`src/design/des_pkg.sv`:
```
package des_pkg;

  // Fixed field widths
  localparam int unsigned START_TRACK_W = 10;
  localparam int unsigned CFG_DATA_W    = 10;
  localparam int unsigned CFG_IDX_W     = 1;
  localparam int unsigned ID_W          = 16;
  localparam int unsigned STATUS_W      = 2;

  // Config register indexes
  localparam logic [CFG_IDX_W-1:0] CFG_START_TRACK = 1'b0;
  localparam logic [CFG_IDX_W-1:0] CFG_START_DIR   = 1'b1;

  // Input modes
  localparam logic MODE_ADD   = 1'b0;
  localparam logic MODE_SERVE = 1'b1;

  // Result status codes
  localparam logic [STATUS_W-1:0] STAT_ADDED  = 2'd0;
  localparam logic [STATUS_W-1:0] STAT_FULL   = 2'd1;
  localparam logic [STATUS_W-1:0] STAT_SERVED = 2'd2;
  localparam logic [STATUS_W-1:0] STAT_EMPTY  = 2'd3;

  typedef enum logic [2:0] {
    ST_IDLE,
    ST_SCAN,
    ST_PICK,
    ST_SHIFT,
    ST_OUT
  } des_state_t;

endpackage

```
`src/design/disk_elevator_scheduler_core.sv`:
```
// LOOK elevator scheduler: pending requests live in one synchronous RAM, packed in arrival order.
// Add or empty-serve word: out_valid rises the cycle after accept, then held until out_ready.
// Serve word: ST_SCAN reads every entry, ST_PICK chooses one, then ST_SHIFT moves the newer
// entries down over it (none when the newest entry is served) before out_valid rises. One word in
// flight: the next word is accepted the cycle after the result is taken.
// Sync active-low reset empties the table (fill count), zeroes ids, head track 0, upward.
module disk_elevator_scheduler_core
  import des_pkg::*;
#(
  parameter int unsigned TABLE_DEPTH = 16,
  parameter int unsigned TRACK_BITS  = 10
) (
  input  logic                  clk,
  input  logic                  rst_n,

  // request words
  input  logic                  in_valid,
  output logic                  in_ready,
  input  logic                  in_mode,
  input  logic [TRACK_BITS-1:0] in_track,

  // result words
  output logic                  out_valid,
  input  logic                  out_ready,
  output logic [STATUS_W-1:0]   out_status,
  output logic [ID_W-1:0]       out_request_id,
  output logic [TRACK_BITS-1:0] out_served_track,
  output logic                  out_head_direction,

  // register writes
  input  logic                  cfg_we,
  input  logic [CFG_IDX_W-1:0]  cfg_index,
  input  logic [CFG_DATA_W-1:0] cfg_data
);

  localparam int unsigned IDXW  = (TABLE_DEPTH > 1) ? $clog2(TABLE_DEPTH) : 1;
  localparam int unsigned CNTW  = $clog2(TABLE_DEPTH + 1);
  localparam int unsigned ENT_W = ID_W + TRACK_BITS;

  // ---------------------------------------------------------------------------
  // Entry RAM: {id, track}. Entries 0..count-1 are live, oldest at 0.
  // Reads return in rd_data_r the cycle after mem_re.
  // ---------------------------------------------------------------------------
  logic [ENT_W-1:0] mem [TABLE_DEPTH];
  logic [ENT_W-1:0] rd_data_r;
  logic             mem_re;
  logic [IDXW-1:0]  rd_addr;
  logic             mem_we;
  logic [IDXW-1:0]  wr_addr;
  logic [ENT_W-1:0] wr_data;

  // ---------------------------------------------------------------------------
  // Control / state
  // ---------------------------------------------------------------------------
  des_state_t state_r, state_nxt;

  logic [CNTW-1:0]          count_r;      // fill count
  logic [ID_W-1:0]          next_id_r;
  logic [TRACK_BITS-1:0]    head_r;
  logic                     sweep_r;      // 1 = moving up

  logic [CNTW-1:0]          ptr_r;        // next RAM read address (scan and shift)
  logic                     rdv_r;        // rd_data_r holds a fresh read
  logic [IDXW-1:0]          rdidx_r;      // address behind rd_data_r

  // Running best candidates of the scan
  logic                     ab_found_r, bl_found_r;
  logic [TRACK_BITS-1:0]    ab_trk_r, bl_trk_r;
  logic [IDXW-1:0]          ab_idx_r, bl_idx_r;
  logic [ID_W-1:0]          ab_id_r, bl_id_r;

  // Result register
  logic [STATUS_W-1:0]      res_status_r;
  logic [ID_W-1:0]          res_id_r;
  logic [TRACK_BITS-1:0]    res_trk_r;

  logic                     in_fire;
  logic                     full;
  logic                     rd_issue;
  logic                     walk_done;
  logic [TRACK_BITS-1:0]    rd_trk;
  logic [ID_W-1:0]          rd_id;
  logic                     take_above;   // pick decision in ST_PICK
  logic [IDXW-1:0]          pick_idx;

  always_ff @(posedge clk) begin
    if (mem_we) begin
      mem[wr_addr] <= wr_data;
    end
    if (mem_re) begin
      rd_data_r <= mem[rd_addr];
      rdidx_r   <= rd_addr;
    end
  end

  assign in_fire   = in_valid && in_ready;
  assign full      = (count_r == CNTW'(TABLE_DEPTH));
  assign rd_issue  = (ptr_r < count_r);
  assign walk_done = !rd_issue && !rdv_r;
  assign rd_trk    = rd_data_r[TRACK_BITS-1:0];
  assign rd_id     = rd_data_r[TRACK_BITS +: ID_W];

  // Up: lowest above, else fall back below. Down: highest at/below, else above.
  assign take_above = sweep_r ? ab_found_r : !bl_found_r;
  assign pick_idx   = take_above ? ab_idx_r : bl_idx_r;

  // Next state
  always_comb begin
    state_nxt = state_r;
    case (state_r)
      ST_IDLE: begin
        if (in_fire) begin
          if (in_mode == MODE_ADD || count_r == '0) begin
            state_nxt = ST_OUT;
          end else begin
            state_nxt = ST_SCAN;
          end
        end
      end
      ST_SCAN: begin
        if (walk_done) state_nxt = ST_PICK;
      end
      ST_PICK: state_nxt = ST_SHIFT;
      ST_SHIFT: begin
        if (walk_done) state_nxt = ST_OUT;
      end
      ST_OUT: begin
        if (out_ready) state_nxt = ST_IDLE;
      end
      default: state_nxt = ST_IDLE;
    endcase
  end

  // Outputs and RAM controls
  always_comb begin
    in_ready  = 1'b0;
    out_valid = 1'b0;
    mem_re    = 1'b0;
    rd_addr   = ptr_r[IDXW-1:0];
    mem_we    = 1'b0;
    wr_addr   = count_r[IDXW-1:0];
    wr_data   = {next_id_r, in_track};
    case (state_r)
      ST_IDLE: begin
        in_ready = 1'b1;
        // append at the tail
        mem_we   = in_valid && (in_mode == MODE_ADD) && !full;
      end
      ST_SCAN: begin
        mem_re = rd_issue;
      end
      ST_SHIFT: begin
        // read j+1, write it to j on the following cycle
        mem_re  = rd_issue;
        mem_we  = rdv_r;
        wr_addr = IDXW'(rdidx_r - 1'b1);
        wr_data = rd_data_r;
      end
      ST_OUT: begin
        out_valid = 1'b1;
      end
      default: ;
    endcase
  end

  always_ff @(posedge clk) begin
    if (!rst_n) begin
      state_r       <= ST_IDLE;
      count_r       <= '0;
      next_id_r     <= '0;
      head_r        <= '0;
      sweep_r       <= 1'b1;
      ptr_r         <= '0;
      rdv_r         <= 1'b0;
      ab_found_r    <= 1'b0;
      bl_found_r    <= 1'b0;
    end else begin
      state_r <= state_nxt;
      rdv_r   <= mem_re;

      // register writes; head/direction follow only while the table is empty
      if (cfg_we) begin
        case (cfg_index)
          CFG_START_TRACK: begin
            if (count_r == '0) head_r <= TRACK_BITS'(cfg_data[START_TRACK_W-1:0]);
          end
          CFG_START_DIR: begin
            if (count_r == '0) sweep_r <= cfg_data[0];
          end
          default: ;
        endcase
      end

      case (state_r)
        ST_IDLE: begin
          if (in_fire) begin
            ptr_r      <= '0;
            ab_found_r <= 1'b0;
            bl_found_r <= 1'b0;
            if (in_mode == MODE_ADD && !full) begin
              count_r   <= count_r + 1'b1;
              next_id_r <= next_id_r + 1'b1;
            end
          end
        end
        ST_SCAN: begin
          if (rd_issue) ptr_r <= ptr_r + 1'b1;
          if (rdv_r) begin
            // strict compares keep the oldest of equal tracks
            if (rd_trk > head_r) begin
              if (!ab_found_r || rd_trk < ab_trk_r) begin
                ab_found_r <= 1'b1;
                ab_trk_r   <= rd_trk;
                ab_idx_r   <= rdidx_r;
                ab_id_r    <= rd_id;
              end
            end else begin
              if (!bl_found_r || rd_trk > bl_trk_r) begin
                bl_found_r <= 1'b1;
                bl_trk_r   <= rd_trk;
                bl_idx_r   <= rdidx_r;
                bl_id_r    <= rd_id;
              end
            end
          end
        end
        ST_PICK: begin
          ptr_r   <= CNTW'(pick_idx) + CNTW'(1);
          sweep_r <= take_above;
          head_r  <= take_above ? ab_trk_r : bl_trk_r;
        end
        ST_SHIFT: begin
          if (rd_issue) ptr_r <= ptr_r + 1'b1;
          if (walk_done) count_r <= count_r - 1'b1;
        end
        default: ;
      endcase
    end
  end

  // Result payload (no reset needed)
  always_ff @(posedge clk) begin
    if (state_r == ST_IDLE && in_fire) begin
      if (in_mode == MODE_ADD) begin
        res_status_r <= full ? STAT_FULL : STAT_ADDED;
        res_id_r     <= full ? '0 : next_id_r;
        res_trk_r    <= in_track;
      end else begin
        res_status_r <= STAT_EMPTY;
        res_id_r     <= '0;
        res_trk_r    <= head_r;
      end
    end else if (state_r == ST_PICK) begin
      res_status_r <= STAT_SERVED;
      res_id_r     <= take_above ? ab_id_r : bl_id_r;
      res_trk_r    <= take_above ? ab_trk_r : bl_trk_r;
    end
  end

  assign out_status         = res_status_r;
  assign out_request_id     = res_id_r;
  assign out_served_track   = res_trk_r;
  assign out_head_direction = sweep_r;

`ifndef SYNTHESIS
  // fill count stays within the table
  a_count_bound: assert property (@(posedge clk) disable iff (!rst_n)
    count_r <= CNTW'(TABLE_DEPTH))
    else $error("fill count above table depth");

  // a serve only reaches pick with something pending, so a candidate exists
  a_pick_found: assert property (@(posedge clk) disable iff (!rst_n)
    (state_r == ST_PICK) |-> (ab_found_r || bl_found_r))
    else $error("pick with no candidate");

  // a served word removes exactly one entry
  a_serve_pops: assert property (@(posedge clk) disable iff (!rst_n)
    (out_valid && !$past(out_valid) && out_status == STAT_SERVED)
      |-> (count_r == $past(count_r) - 1'b1))
    else $error("serve did not drop one entry");

  // shift writes always land just below the entry being read back
  a_shift_order: assert property (@(posedge clk) disable iff (!rst_n)
    (state_r == ST_SHIFT && mem_we && mem_re) |-> (wr_addr < rd_addr))
    else $error("shift write overtakes read");
`endif

endmodule

```
`config.mk`:
```
export PLATFORM = sky130hd
export DESIGN_NAME = disk_elevator_scheduler_core
export DESIGN_NICKNAME = d
export VERILOG_FILES = /design/src/design/des_pkg.sv /design/src/design/disk_elevator_scheduler_core.sv
export SDC_FILE = /design/constraint.sdc
export NUM_CORES = 1
export LEC_CHECK = 0
export BUFFER_PORTS_ARGS = -buffer_cell sky130_fd_sc_hd__buf_4
export CAP_MARGIN = 20
export CORE_UTILIZATION = 50
export DETAILED_ROUTE_END_ITERATION = 10
export PLACE_DENSITY = 0.73
export SETUP_SLACK_MARGIN = 0.5
export SYNTH_ARGS = -nofsm -noshare
export SYNTH_HDL_FRONTEND = slang
export SYNTH_SLANG_ARGS = --single-unit
```
`constraint.sdc`:
```
create_clock -name clk -period 6.2 [get_ports clk]
set_input_delay 1.24 -clock clk [delete_from_list [all_inputs] [get_ports clk]]
set_output_delay 1.24 -clock clk [all_outputs]
set_load 0.005 [all_outputs]
```
; ---- Word-level counts from Yosys, hierarchy flattened
; Memories as Yosys holds them, arrays and structs flattened. A register that Yosys moved wholly into a read port is not among the register bits.
; Cells that the tools add are included.
[word_totals]
inputBits = 27
ff_bits = 135
memories = 1
ram_bits = 416
output_inout_bits = 31
[memory_table]
columns = memory, depth, width, rd, rd_clocked_by_memory_dff, write_ports, line_no
row1 = mem, 16, 26, 1, 1, 1, disk_elevator_scheduler_core.sv:44  ; logic [ENT_W-1:0] mem [TABLE_DEPTH];
[classes]
reduce_logical = 34
magnitude_cmp = 4
addsub = 6
n_eq_ne = 17
mux = 53
n_bitwise = 2
[op_table]
columns = operator, count
row1 = 10-bit two-way mux, 8
row2 = 16-bit two-way mux, 5
row3 = 26-bit two-way mux, 1
row4 = 5-bit two-way mux, 5
row5 = 10-bit > comparator, 2
row6 = "2-bit != test, second input constant", 10
row7 = 5-bit AND reduction, 4
row8 = 1-bit two-way mux, 18
row9 = "16-bit by 1-bit adder with 16-bit output, second input constant", 1
row10 = 3-bit two-way mux, 5
row11 = 3-bit case mux with 5 select lines, 1
row12 = 5-bit case mux with 3 select lines, 1
row13 = 3-bit AND reduction, 4
row14 = 2-bit nonzero test, 6
row15 = "5-bit by 1-bit adder with 5-bit output, second input constant", 2
row16 = 10-bit less-than comparator, 1
row17 = 5-bit case mux with 2 select lines, 1
row18 = 4-bit two-way mux, 2
row19 = 4-bit AND reduction, 2
row20 = "3-bit by 2-bit equality test with 1-bit output, second input constant", 2
row21 = 1-bit logical AND, 6
row22 = 2-bit two-way mux, 3
row23 = 1-bit case mux with 2 select lines, 3
row24 = "4-bit by 1-bit adder with 5-bit output, second input constant", 1
row25 = 14 further kinds, 22

; ---- Depth between registers and ports, before layout
; Gate-level depths: netlist (run 1).
[depth]
depth_word = 6
ltp_mapped = 12
depth_no_buf = 9

; ---- Worst setup path after synthesis (run 1)
; No wires, ideal clock.
[synth_path]
path_type = reg-to-reg
startpoint = register rd_data_r[7], read port of mem
endpoint = register bl_id_r[0] (enable)
stages_incl_launch_ff = 6
arrival_time_ps = 3865
slack_ps = 1874
path_cell_list = edfxtp_1 > ha_1 > a211oi_1 > nor2_1 > o41ai_1 > nor3b_1
[synth_via]
elab_chain_cells = 3
[synth_rtl]
columns = item, line_no
row1 = start: declaration, disk_elevator_scheduler_core.sv:45  ; logic [ENT_W-1:0] rd_data_r;
row2 = 10-bit > comparator (on tied branches), "disk_elevator_scheduler_core.sv:218, disk_elevator_scheduler_core.sv:210"
row3 = 1-bit logical OR or 1-bit inverter (tied branches), --
row4 = 5-bit AND reduction (no line) (*), --
row5 = end signal: assignment, disk_elevator_scheduler_core.sv:222  ; bl_id_r <= rd_id;
row6 = end: declaration, disk_elevator_scheduler_core.sv:70  ; logic [ID_W-1:0] ab_id_r, bl_id_r;
; Mark *: on every way between the ends. The rest lies on a longest branch, timed or not.
; A chain may end at the register's enable or synchronous reset.

; ---- Final worst setup path (run 1)
[layout_path]
startpoint = input port in_valid
endpoint = memory mem[6][17] in the netlist's numbering (enable)
[layout_via]
elab_chain_cells = 5
[layout_rtl]
columns = item, line_no
row1 = start: declaration, disk_elevator_scheduler_core.sv:17  ; input logic in_valid,
row2 = 1-bit logical AND (2 in series), disk_elevator_scheduler_core.sv:147  ; mem_we = in_valid && (in_mode == MODE_ADD) && !full;
row3 = 1-bit case mux with 2 select lines, disk_elevator_scheduler_core.sv:143  ; case (state_r)
row4 = 1-bit two-way mux, disk_elevator_scheduler_core.sv:87  ; if (mem_we) begin
row5 = 1-bit two-way mux (not written as such), disk_elevator_scheduler_core.sv:88  ; mem[wr_addr] <= wr_data;
row6 = end: declaration, disk_elevator_scheduler_core.sv:44
; Every way passes these cells.

==> summary.txt, run 1 <==
Clocking
  – Clock tree sinks: 577
  – TritonCTS buffer count: 57
  – CTS clock-pin slew for the worst setup and hold paths: ~60 ps
  – Clock tree buffer depth: 3
  – Hold_buf cts: 0
  – Setup Buffers After CTS: 0
  – Number of cells upsized or downsized after cts: 0
  – CTS root buffer: clkbuf_16
  – Clk_lat worst skew: 600 ps
  – CTS tree: built
  – Max H-tree Level: 2

Worst hold path
  – Hold path cells: 0
  – Hold Crit Class: reg -> reg
  – Hold Startpoint: rd_data_r[11]$_DFFE_PP_

Setup path
  – Worst r2r src: state_r[0]$_SDFFE_PN0P_
  – Critical Path Start: in_valid
  – Required @ worst endpoint: 6420 ps
  – CP max FO: 26
  – Slowest CP cell: or4b_1
  – Critical setup path kind: in -> reg
  – Path depth of the worst reg2reg path: 6
  – Critical path, cell by cell: buf_4, or4b_1, a211oi_2, buf_4, a21oi_1, nand2b_1, nor2_4
  – Startpoint Class: primary input
  – Worst path max stage delay: between 800 and 900 ps
  – Crit path DAT: 4040 ps
  – Top cell by count, worst path: buf_4
  – Crit path capture type: flop

Route
  – DR vias: 12100
  – DRC violations left: 0
  – DR WL/cell: 23.2 um
  – Wirelength, routed: approximately 48 mm
  – Initial drt markers: 1261
  – Drt pass-1 iters: 5
  – Vias per cell: 5.90
  – Routed Antenna Nets: 0

Power
  – Leak Pwr: 8.69 nW
  – PwrDens: roughly 300 nW/um2
  – Maximum vdd drop: 0.237 mV

Run
  – Max-capacitance violation count: 0

Timing
  – Max-slew headroom: between 30% and 40%
  – Tmin final: 3820 ps
  – Crit share post-route: 61.7%
  – Worst-margin pin slew: roughly 970 ps
  – RSZ-0062 raised after global routing: no
  – Final setup viols: 0
  – Final Hold Viols: 0
  – Highest clock rate: 0.261 GHz
  – Clk_skew: around 15 ps
  – Setup TNS: 0 ps
  – Slew Limit Fails: 0

GRT
  – All-layer global routing usage: 20.4%
  – Initial antenna violation count: 1
  – Largest net degree at the start of global routing: 67
  – Vias in the first global route: 12100
  – GRT overflow: 0
  – First-pass GRT wire length: 73.0 mm

Synth
  – Async set-reset flop share out of synthesis: 0%
  – Syn Inst Count: 1328
  – Commonest cells post-synth: edfxtp_1, mux4_2, nand2_1
  – Post-synth EDFFs: 534
  – Synthesized area: 23500 um2
  – Yosys top cell area share: 68.3%
  – Yosys cell types: 55
  – Syn Nets: between 1000 and 1500
  – Post-synthesis sequential area ratio: 72.0%
  – Synth warnings: 0
  – Cell taking the most area after synthesis: edfxtp_1
  – Top_reg_cell synth: edfxtp_1
  – Most common cell in the synthesized netlist: edfxtp_1
  – Dominant cells by area after synthesis: edfxtp_1, mux4_2, dfxtp_1, ha_1, nand2_1
  – Mapped Avg Cell Area: 17.7 um2
  – Yosys reg bits: 577

Layout
  – Fillers: 3466
  – Antenna diodes: 0
  – Layout cells sized above 1: between 20 and 25%
  – Fin util: 57.1%
  – Final net count: 1467
  – P&R area growth vs syn: 13.1%

Die
  – Die area: between 40000 and 50000 um2
  – CORE AREA: 46500 um2
  – I/O pin count: 58
  – Starting Density: around half
  – FP Rows: 79
  – Die X: roughly 220 um
  – Die Ht: 219 um

Placement
  – Post-DP HPWL: 30.2 mm
  – GPL Wtd Cong: 0.825
  – I/O Buffers: 57

Run status
  – Outcome: complete, no violations
[cell usage in the layout, fill, tap and decap left out, types with 30 or more instances in the layout]
master	n
a21oi_1	37
buf_4	72
clkbuf_16	58
dfxtp_1	40
edfxtp_1	534
ha_1	39
inv_1	41
mux4_2	130
nand2_1	117
nand3_1	30
o21ai_0	30
[final timing paths]
path / to / slack, ps
min: ab_id_r[1]$_DFFE_PP_ / 480
max: mem[6][17]$_DFFE_PP_ / 2380
min reg2reg: ab_id_r[1]$_DFFE_PP_ / 480
max reg2reg: mem[6][17]$_DFFE_PP_ / 2500
[registers in the layout, indices dropped and copies added, names as in the netlist]
register	cells
out_served_track	10
count_r	5
bl_idx_r	4
state_r	3
out_request_id	16
ab_trk_r	10
bl_found_r	1
ptr_r	5
rdidx_r	4
bl_trk_r	10
rd_data_r	26
mem	416
ab_found_r	1
bl_id_r	16
rdv_r	1
next_id_r	16
out_head_direction	1
head_r	10
ab_id_r	16
out_status	2
ab_idx_r	4
[power breakdown]
| part | switching (W) | total, W | internal (W) |
|---|---|---|---|
| combinational | 0.000218 | 0.000383 | 0.000165 |
| sequential | 0.0000343 | 0.00432 | 0.00429 |
| clock | 0.00141 | 0.00337 | 0.00196 |
| total | 0.00166 | 0.00808 | 0.00642 |
[kinds of logic after synthesis]
logic type | Yosys count | share of synthesized area, %
buf+inv | 104 | 1.72
mux | 155 | 13.6
flops | 577 | 72.0
compound gates | 138 | 3.69
fa+ha+maj | 40 | 2.17
simple gates | 296 | 6.18
xor+xnor | 18 | 0.672
[routing by layer]
layer | vias to the layer above | global-route usage, % | share of wire, %
li1 | 5394 | - | -
met1 | 6250 | 30.5 | 45
met2 | 383 | 30.6 | 46
met3 | 69 | 4.18 | 6.8
met4 | 2 | 5.57 | 1.9
met5 | - | 0 | 0.038
[critical path, delay by kind of cell]
family                 cells  cell delay [ps]
and+or+nand+nor            3             2000
AOI/OAI and AO/OA          2              470
buffers and inverters      2              320
[through the flow]
stage / power (W) / std cells / setup slack [ps] / hold WS, ps / instance area (um2)
6_report: 0.00808 / 2052 / 2380 / 483 / 26500
4_1_cts: 0.00813 / 2050 / 2370 / 484 / 26500
3_5_place_dp: 0.00479 / 1946 / 1780 / 462 / 24700
3_3_place_gp: 0.00478 / 1946 / 1780 / 450 / 24700
2_1_floorplan: 0.00463 / 1328 / 1870 / 406 / 23500
5_1_grt: 0.00831 / 2052 / 2170 / 493 / 26500
[cell type report]
type / instances / area (um2) / area share (%)
sequential: 577 / 16900 / 63.7
multi-input combinational: 647 / 6310 / 23.8
timing repair buffer: 74 / 572 / 2.15
inverter: 43 / 161 / 0.608
tap: 607 / 759 / 2.86
clock inverter: 31 / 317 / 1.19
clock buffer: 73 / 1510 / 5.68
Note: power is estimated with default switching activity, not from simulation.
==> run 2: changes to the inputs <==
--- a/config.mk
+++ b/config.mk
@@ -9,7 +9,7 @@
 export CAP_MARGIN = 20
 export CORE_UTILIZATION = 50
 export DETAILED_ROUTE_END_ITERATION = 10
-export PLACE_DENSITY = 0.73
+export PLACE_DENSITY = 0.76
 export SETUP_SLACK_MARGIN = 0.5
 export SYNTH_ARGS = -nofsm -noshare
 export SYNTH_HDL_FRONTEND = slang
==> constraint.sdc (replaced) <==
create_clock -name clk -period 3.13 [get_ports clk]
set_input_delay 0.626 -clock clk [delete_from_list [all_inputs] [get_ports clk]]
set_output_delay 0.626 -clock clk [all_outputs]
set_load 0.005 [all_outputs]
==> run 2 against run 1 <==
Against the previous run:
- largest cell class unchanged
- critical path type is now reg -> reg
- setup slack lost 1800 ps
- sequential power grew 98%
- power grew 96%
- hold slack lost 97 ps
- via count shrank 0.12%
- cell count grew 1.1%
- clock power grew 91%
- critical path depth is the same
- register-to-register slack lost 2000 ps
- clock skew shrank 3.0 ps
==> summary.txt, run 2 (synthesis results as in run 1) <==
Route
  – DR vias: about 12000
  – Drt pass-1 iters: 5
  – Routed Antenna Nets: 0
  – Vias per cell: 5.82
  – DR WL/cell: 22.7 um
  – Initial drt markers: 1243
  – Wirelength, routed: approximately 47 mm
  – DRC violations left: 0

Layout
  – Sequential cell area: 16900 um2
  – Layout cells sized above 1: approximately 24%
  – P&R area growth vs syn: 14.7%
  – Area occupied by multi-input gates: between 6000 and 7000 um2
  – Cell area after layout: between 20000 and 30000 um2
  – Most frequent cells in the layout: edfxtp_1, mux4_2, nand2_1, buf_4, clkbuf_16
  – Antenna diodes: 0
  – Final net count: 1494
  – Top Registers: mem x416, rd_data_r x26
  – Most flop-heavy register: mem
  – Max reg flops: 416
  – Fillers: 3353
  – Most common cell after layout, fill and taps aside: edfxtp_1

Power
  – Total power draw: 0.0158 W
  – Internal power: 0.0126 W
  – Maximum vdd drop: between 0.4 and 0.5 mV
  – Leak Pwr: between 8 and 9 nW
  – Sw Share: 20.5%
  – PwrDens: 587 nW/um2
  – Clock share of power: 40.8%
  – NetSw: 0.00325 W
  – Sequential share of power: 54.1%
  – Gate power share: 5.1%

Die
  – Starting Density: 50.5%
  – CORE AREA: 46500 um2
  – Die Ht: roughly 220 um
  – Die area: around 48000 um2
  – Die X: between 200 and 250 um
  – I/O pin count: 58
  – FP Rows: 79

Setup path
  – Crit path capture type: flop
  – Worst r2r src: rd_data_r[1]$_DFFE_PP_
  – Startpoint Class: flop
  – Crit path DAT: about 2900 ps
  – CP max FO: 27
  – Path depth of the worst reg2reg path: 7
  – Internal reg-to-reg setup slack: 540 ps
  – Critical Path Start: rd_data_r[1]$_DFFE_PP_
  – Critical setup path kind: reg -> reg
  – R2R Path End: ab_id_r[13]$_DFFE_PP_
  – Required @ worst endpoint: 3410 ps
  – Worst Setup EP: ab_id_r[13]$_DFFE_PP_

Placement
  – Post-DP HPWL: approximately 30 mm
  – I/O Buffers: 57
  – GPL Wtd Cong: between 0.8 and 0.9
  – Pre-CTS WS: 333 ps
  – Dpl cell area: between 20000 and 30000 um2

Clocking
  – Clock tree sinks: 577
  – Clock tree buffer depth: 3
  – CTS root buffer: clkbuf_16
  – TritonCTS buffer count: 54
  – Clk_lat worst skew: 580 ps
  – Max H-tree Level: 2
  – CTS tree: built
  – Hold_buf cts: 0
  – CTS clock-pin slew for the worst setup and hold paths: 60 ps

Timing
  – Max-slew headroom: a little over two fifths
  – Highest clock rate: between 0.3 and 0.4 GHz
  – Final setup viols: 0
  – Tmin final: 2590 ps
  – Slew Limit Fails: 0
  – Clk_skew: 11.6 ps
  – Setup slack after layout: 536 ps
  – Hold slack final: 385 ps
  – RSZ-0062 raised after global routing: no
  – Final Hold Viols: 0
  – Setup TNS: 0 ps
  – Crit share post-route: 82.9%
  – Worst-margin pin slew: around 850 ps

GRT
  – Initial antenna violation count: 0
  – First-pass GRT wire length: 71.6 mm
  – Largest net degree at the start of global routing: 108
  – All-layer global routing usage: between 10% and 20%
  – Vias in the first global route: 12100
  – GRT overflow: 0

Run
  – Max-capacitance violation count: 0

Run status
  – Outcome: complete, no violations

Worst hold path
  – Hold Crit Class: in -> reg
-- run 2: final cells by class --
cell class	count	area share, %
sequential	577	62.8
tap	607	2.82
multi-input combinational	648	23.7
inverter	43	0.600
timing repair buffer	103	3.56
clock buffer	68	5.30
clock inverter	29	1.13
-- run 2: how the worst min path moves through the flow --
stage / startpoint / to / slack (ps) / cells after the start
global route: cfg_data[0] / out_head_direction$_SDFFE_PN1P_ / 400 / 3
floorplan: ptr_r[0]$_SDFFE_PN0P_ / rdidx_r[0]$_DFFE_PP_ / 410 / 0
finish: cfg_data[0] / out_head_direction$_SDFFE_PN1P_ / 390 / 3
CTS: cfg_data[0] / out_head_direction$_SDFFE_PN1P_ / 370 / 3
detailed placement: rd_data_r[17]$_DFFE_PP_ / ab_id_r[7]$_DFFE_PP_ / 470 / 0
global placement: rd_data_r[21]$_DFFE_PP_ / bl_id_r[11]$_DFFE_PP_ / 450 / 0
-- run 2: repair_timing --
item / 4_1_cts / 5_1_grt
setup buffers: 0 / 1
pin swaps: 0 / 3
setup endpoints to repair: 156 / 300
hold endpoints to repair: 0 / 0
cloned: 0 / 1
gates resized for setup: 7 / 7
-- run 2: worst max-delay path, cell delays in order, from the launching register on --
cell,delay (ps)
edfxtp_1,490
ha_1,330
a21o_1,160
a21oi_1,150
o21ai_1,110
a221o_1,380
a211oi_4,390
buf_12,250
-- run 2: metrics by stage --
stage / utilization (%) / std cells
6_report: 57.9 / 2075
2_1_floorplan: - / 1328
3_3_place_gp: 54.1 / 1976
5_1_grt: 57.9 / 2075
3_5_place_dp: 54.1 / 1976
4_1_cts: 57.8 / 2073
-- run 2: power by group through the flow --
stage | combinational [W] | clock [W] | sequential, W
finish | 0.000799 | 0.00645 | 0.00855
global route | 0.000869 | 0.00683 | 0.00855
CTS | 0.000792 | 0.00656 | 0.00855
detailed placement | 0.000785 | 0 | 0.00871
global placement | 0.000764 | 0 | 0.00871
floorplan | 0.000487 | 0 | 0.00870
-- run 2: metal layers --
| metal | share of wire [%] | track usage [%] | vias up |
|---|---|---|---|
| met5 | 0 | 0 | - |
| met4 | 1.8 | 4.90 | 0 |
| met3 | 6.2 | 3.41 | 62 |
| met2 | 48 | 31.6 | 430 |
| met1 | 44 | 28.8 | 6152 |
| li1 | - | - | 5440 |
==> run 3: changes to the inputs <==
--- a/config.mk
+++ b/config.mk
@@ -9,7 +9,7 @@
 export CAP_MARGIN = 20
 export CORE_UTILIZATION = 50
 export DETAILED_ROUTE_END_ITERATION = 10
-export PLACE_DENSITY = 0.76
+export PLACE_DENSITY = 0.73
 export SETUP_SLACK_MARGIN = 0.5
 export SYNTH_ARGS = -nofsm -noshare
 export SYNTH_HDL_FRONTEND = slang
==> constraint.sdc (replaced) <==
create_clock -name clk -period 2.6 [get_ports clk]
set_input_delay 0.52 -clock clk [delete_from_list [all_inputs] [get_ports clk]]
set_output_delay 0.52 -clock clk [all_outputs]
set_load 0.005 [all_outputs]
==> run 3 against run 2 <==
Against the previous run:
- sequential share of layout area shrank 5.7 points
- register-to-register slack lost 390 ps
- clock power increased by 24%
- final area grew 10%
- clock-buffer cell count is 1 lower
- die area unchanged
- core utilization is 5.8 points higher
- largest power group unchanged
==> summary.txt, run 3 (synthesis results as in run 1) <==
Clocking
  – CTS tree: built
  – Clock tree sinks: 577
  – TritonCTS buffer count: 54
  – CTS root buffer: clkbuf_16
  – CTS clock-pin slew for the worst setup and hold paths: 70 ps
  – Hold_buf cts: 0
  – Clk_lat worst skew: ~590 ps
  – Max H-tree Level: 2
  – Clock tree buffer depth: 3

Setup path
  – Critical Path Start: state_r[0]$_SDFFE_PN0P_
  – Required @ worst endpoint: slightly below 3000 ps
  – Startpoint Class: flop
  – Worst Setup EP: mem[3][14]$_DFFE_PP_
  – CP max FO: 7
  – Slowest CP cell: or4b_4
  – Worst r2r src: state_r[0]$_SDFFE_PN0P_
  – Worst path max stage delay: 540 ps
  – Critical setup path kind: reg -> reg
  – R2R Path End: mem[3][14]$_DFFE_PP_
  – Crit path capture type: flop
  – Path depth of the worst reg2reg path: 7
  – Critical path, cell by cell: or4b_4, a211oi_4, a21oi_4, or2_4, buf_12, nor2_4, clkbuf_16
  – Internal reg-to-reg setup slack: approximately 140 ps
  – Crit path DAT: 2760 ps

Die
  – Die Ht: approximately 220 um
  – I/O pin count: between 50 and 60
  – CORE AREA: 46500 um2
  – Starting Density: 50.5%
  – FP Rows: 79
  – Die X: 219 um
  – Die area: roughly 48000 um2

Timing
  – RSZ-0062 raised after global routing: yes
  – Max-slew headroom: around 55%
  – Clk_skew: 12.2 ps
  – Worst-margin pin slew: 680 ps
  – Crit share post-route: 94.5%
  – Tmin final: about 2500 ps
  – Slew Limit Fails: 0
  – Setup TNS: 0 ps
  – Final setup viols: 0
  – Final Hold Viols: 0
  – Setup slack after layout: 142 ps
  – Highest clock rate: 0.407 GHz

Power
  – Leak Pwr: 10.1 nW
  – Total power draw: between 0.015 and 0.02 W
  – Maximum vdd drop: 0.562 mV
  – PwrDens: 660 nW/um2

GRT
  – Largest net degree at the start of global routing: about 60
  – Vias in the first global route: roughly 13000
  – First-pass GRT wire length: 79.2 mm
  – Initial antenna violation count: 0
  – GRT overflow: 0
  – All-layer global routing usage: 22.3%

Route
  – Vias per cell: 6.07
  – DRC violations left: 0
  – Routed Antenna Nets: 0
  – Drt pass-1 iters: 5
  – Initial drt markers: 1461
  – DR WL/cell: 27.3 um
  – Wirelength, routed: 60.1 mm
  – DR vias: 13400

Layout
  – Cell area after layout: 29600 um2
  – Area occupied by multi-input gates: 6920 um2
  – Top Registers: mem x416, rd_data_r x26
  – Layout cells sized above 1: 34.9%
  – Fillers: between 2000 and 3000
  – Most flop-heavy register: mem
  – P&R area growth vs syn: 26.2%
  – Antenna diodes: 0
  – Most frequent cells in the layout: edfxtp_1, mux4_2, buf_4, nand2_1, clkbuf_16
  – Max reg flops: 416
  – Final net count: 1616
  – Sequential cell area: 16900 um2
  – Most common cell after layout, fill and taps aside: edfxtp_1

Worst hold path
  – Hold Crit Class: in -> reg

Placement
  – Dpl cell area: 25500 um2
  – I/O Buffers: 57
  – GPL Wtd Cong: 0.854
  – Post-DP HPWL: 30.5 mm
  – Pre-CTS WS: 111 ps

Run status
  – Outcome: complete, no violations

Run
  – Max-capacitance violation count: 0
run 3: changes by cell type in the layout (fill, tap and decap cells not counted), sizes merged:
cell / previous run / this run
clkbuf: 68 / 90
clkinvlp: 3 / 4
and2: 19 / 20
buf: 103 / 202
bufinv: 6 / 7
o21ai: 39 / 38
run 3: critical path, delay by kind of cell (launching register included):
kind                   cells  cell delay, ps
AND/OR/NAND/NOR            3            1000
buffers and inverters      2             340
AO/OA/AOI/OAI              2             480
flip-flops                 1             340
run 3: worst min path at each step:
stage                            startpoint                              end  slack [ps]  cells past startpoint
CTS                             cfg_data[0]  out_head_direction$_SDFFE_PN1P_         230                      3
global route                    cfg_data[0]  out_head_direction$_SDFFE_PN1P_         290                      3
floorplan             ptr_r[0]$_SDFFE_PN0P_             rdidx_r[0]$_DFFE_PP_         410                      0
global placement    rd_data_r[21]$_DFFE_PP_            bl_id_r[11]$_DFFE_PP_         450                      0
detailed placement  rd_data_r[18]$_DFFE_PP_             bl_id_r[8]$_DFFE_PP_         460                      0
finish                          cfg_data[0]  out_head_direction$_SDFFE_PN1P_         290                      3
run 3: per-layer routing:
metal	part of all wire, %	track usage (%)
met5	0	0
met2	52	36.2
met1	39	31.9
met3	6.7	2.87
met4	2.7	5.94
run 3: stage by stage:
stage               hold WS, ps  cells  util (%)
finish                      291   2198      63.7
detailed placement          456   1988      54.9
global placement            448   1988      54.9
global route                288   2198      63.7
floorplan                   407   1328         -
CTS                         233   2143      61.0
run 3: final cells by class:
| cell class | instances | area share, % |
|---|---|---|
| Multi-Input combinational cell | 648 | 23.4 |
| Clock inverter | 31 | 1.18 |
| Inverter | 43 | 0.579 |
| Clock buffer | 67 | 4.80 |
| Sequential cell | 577 | 57.2 |
| Tap cell | 607 | 2.57 |
| Timing Repair Buffer | 225 | 10.3 |
run 3: report_power, final:
group          switching (W)  leakage [nW]  total, W  internal [W]
registers          0.0000587          5.28    0.0103        0.0102
clock network        0.00343         0.851   0.00801       0.00458
logic               0.000669          4.00   0.00123      0.000561
total                0.00415          10.1    0.0195        0.0154
run 3: timing repair:
item                       4_1_cts  5_1_grt
setup buffers                   42       25
gates resized for setup         70       85
setup endpoints to repair      565      684
pin swaps                       24       35
cloned                          15       30
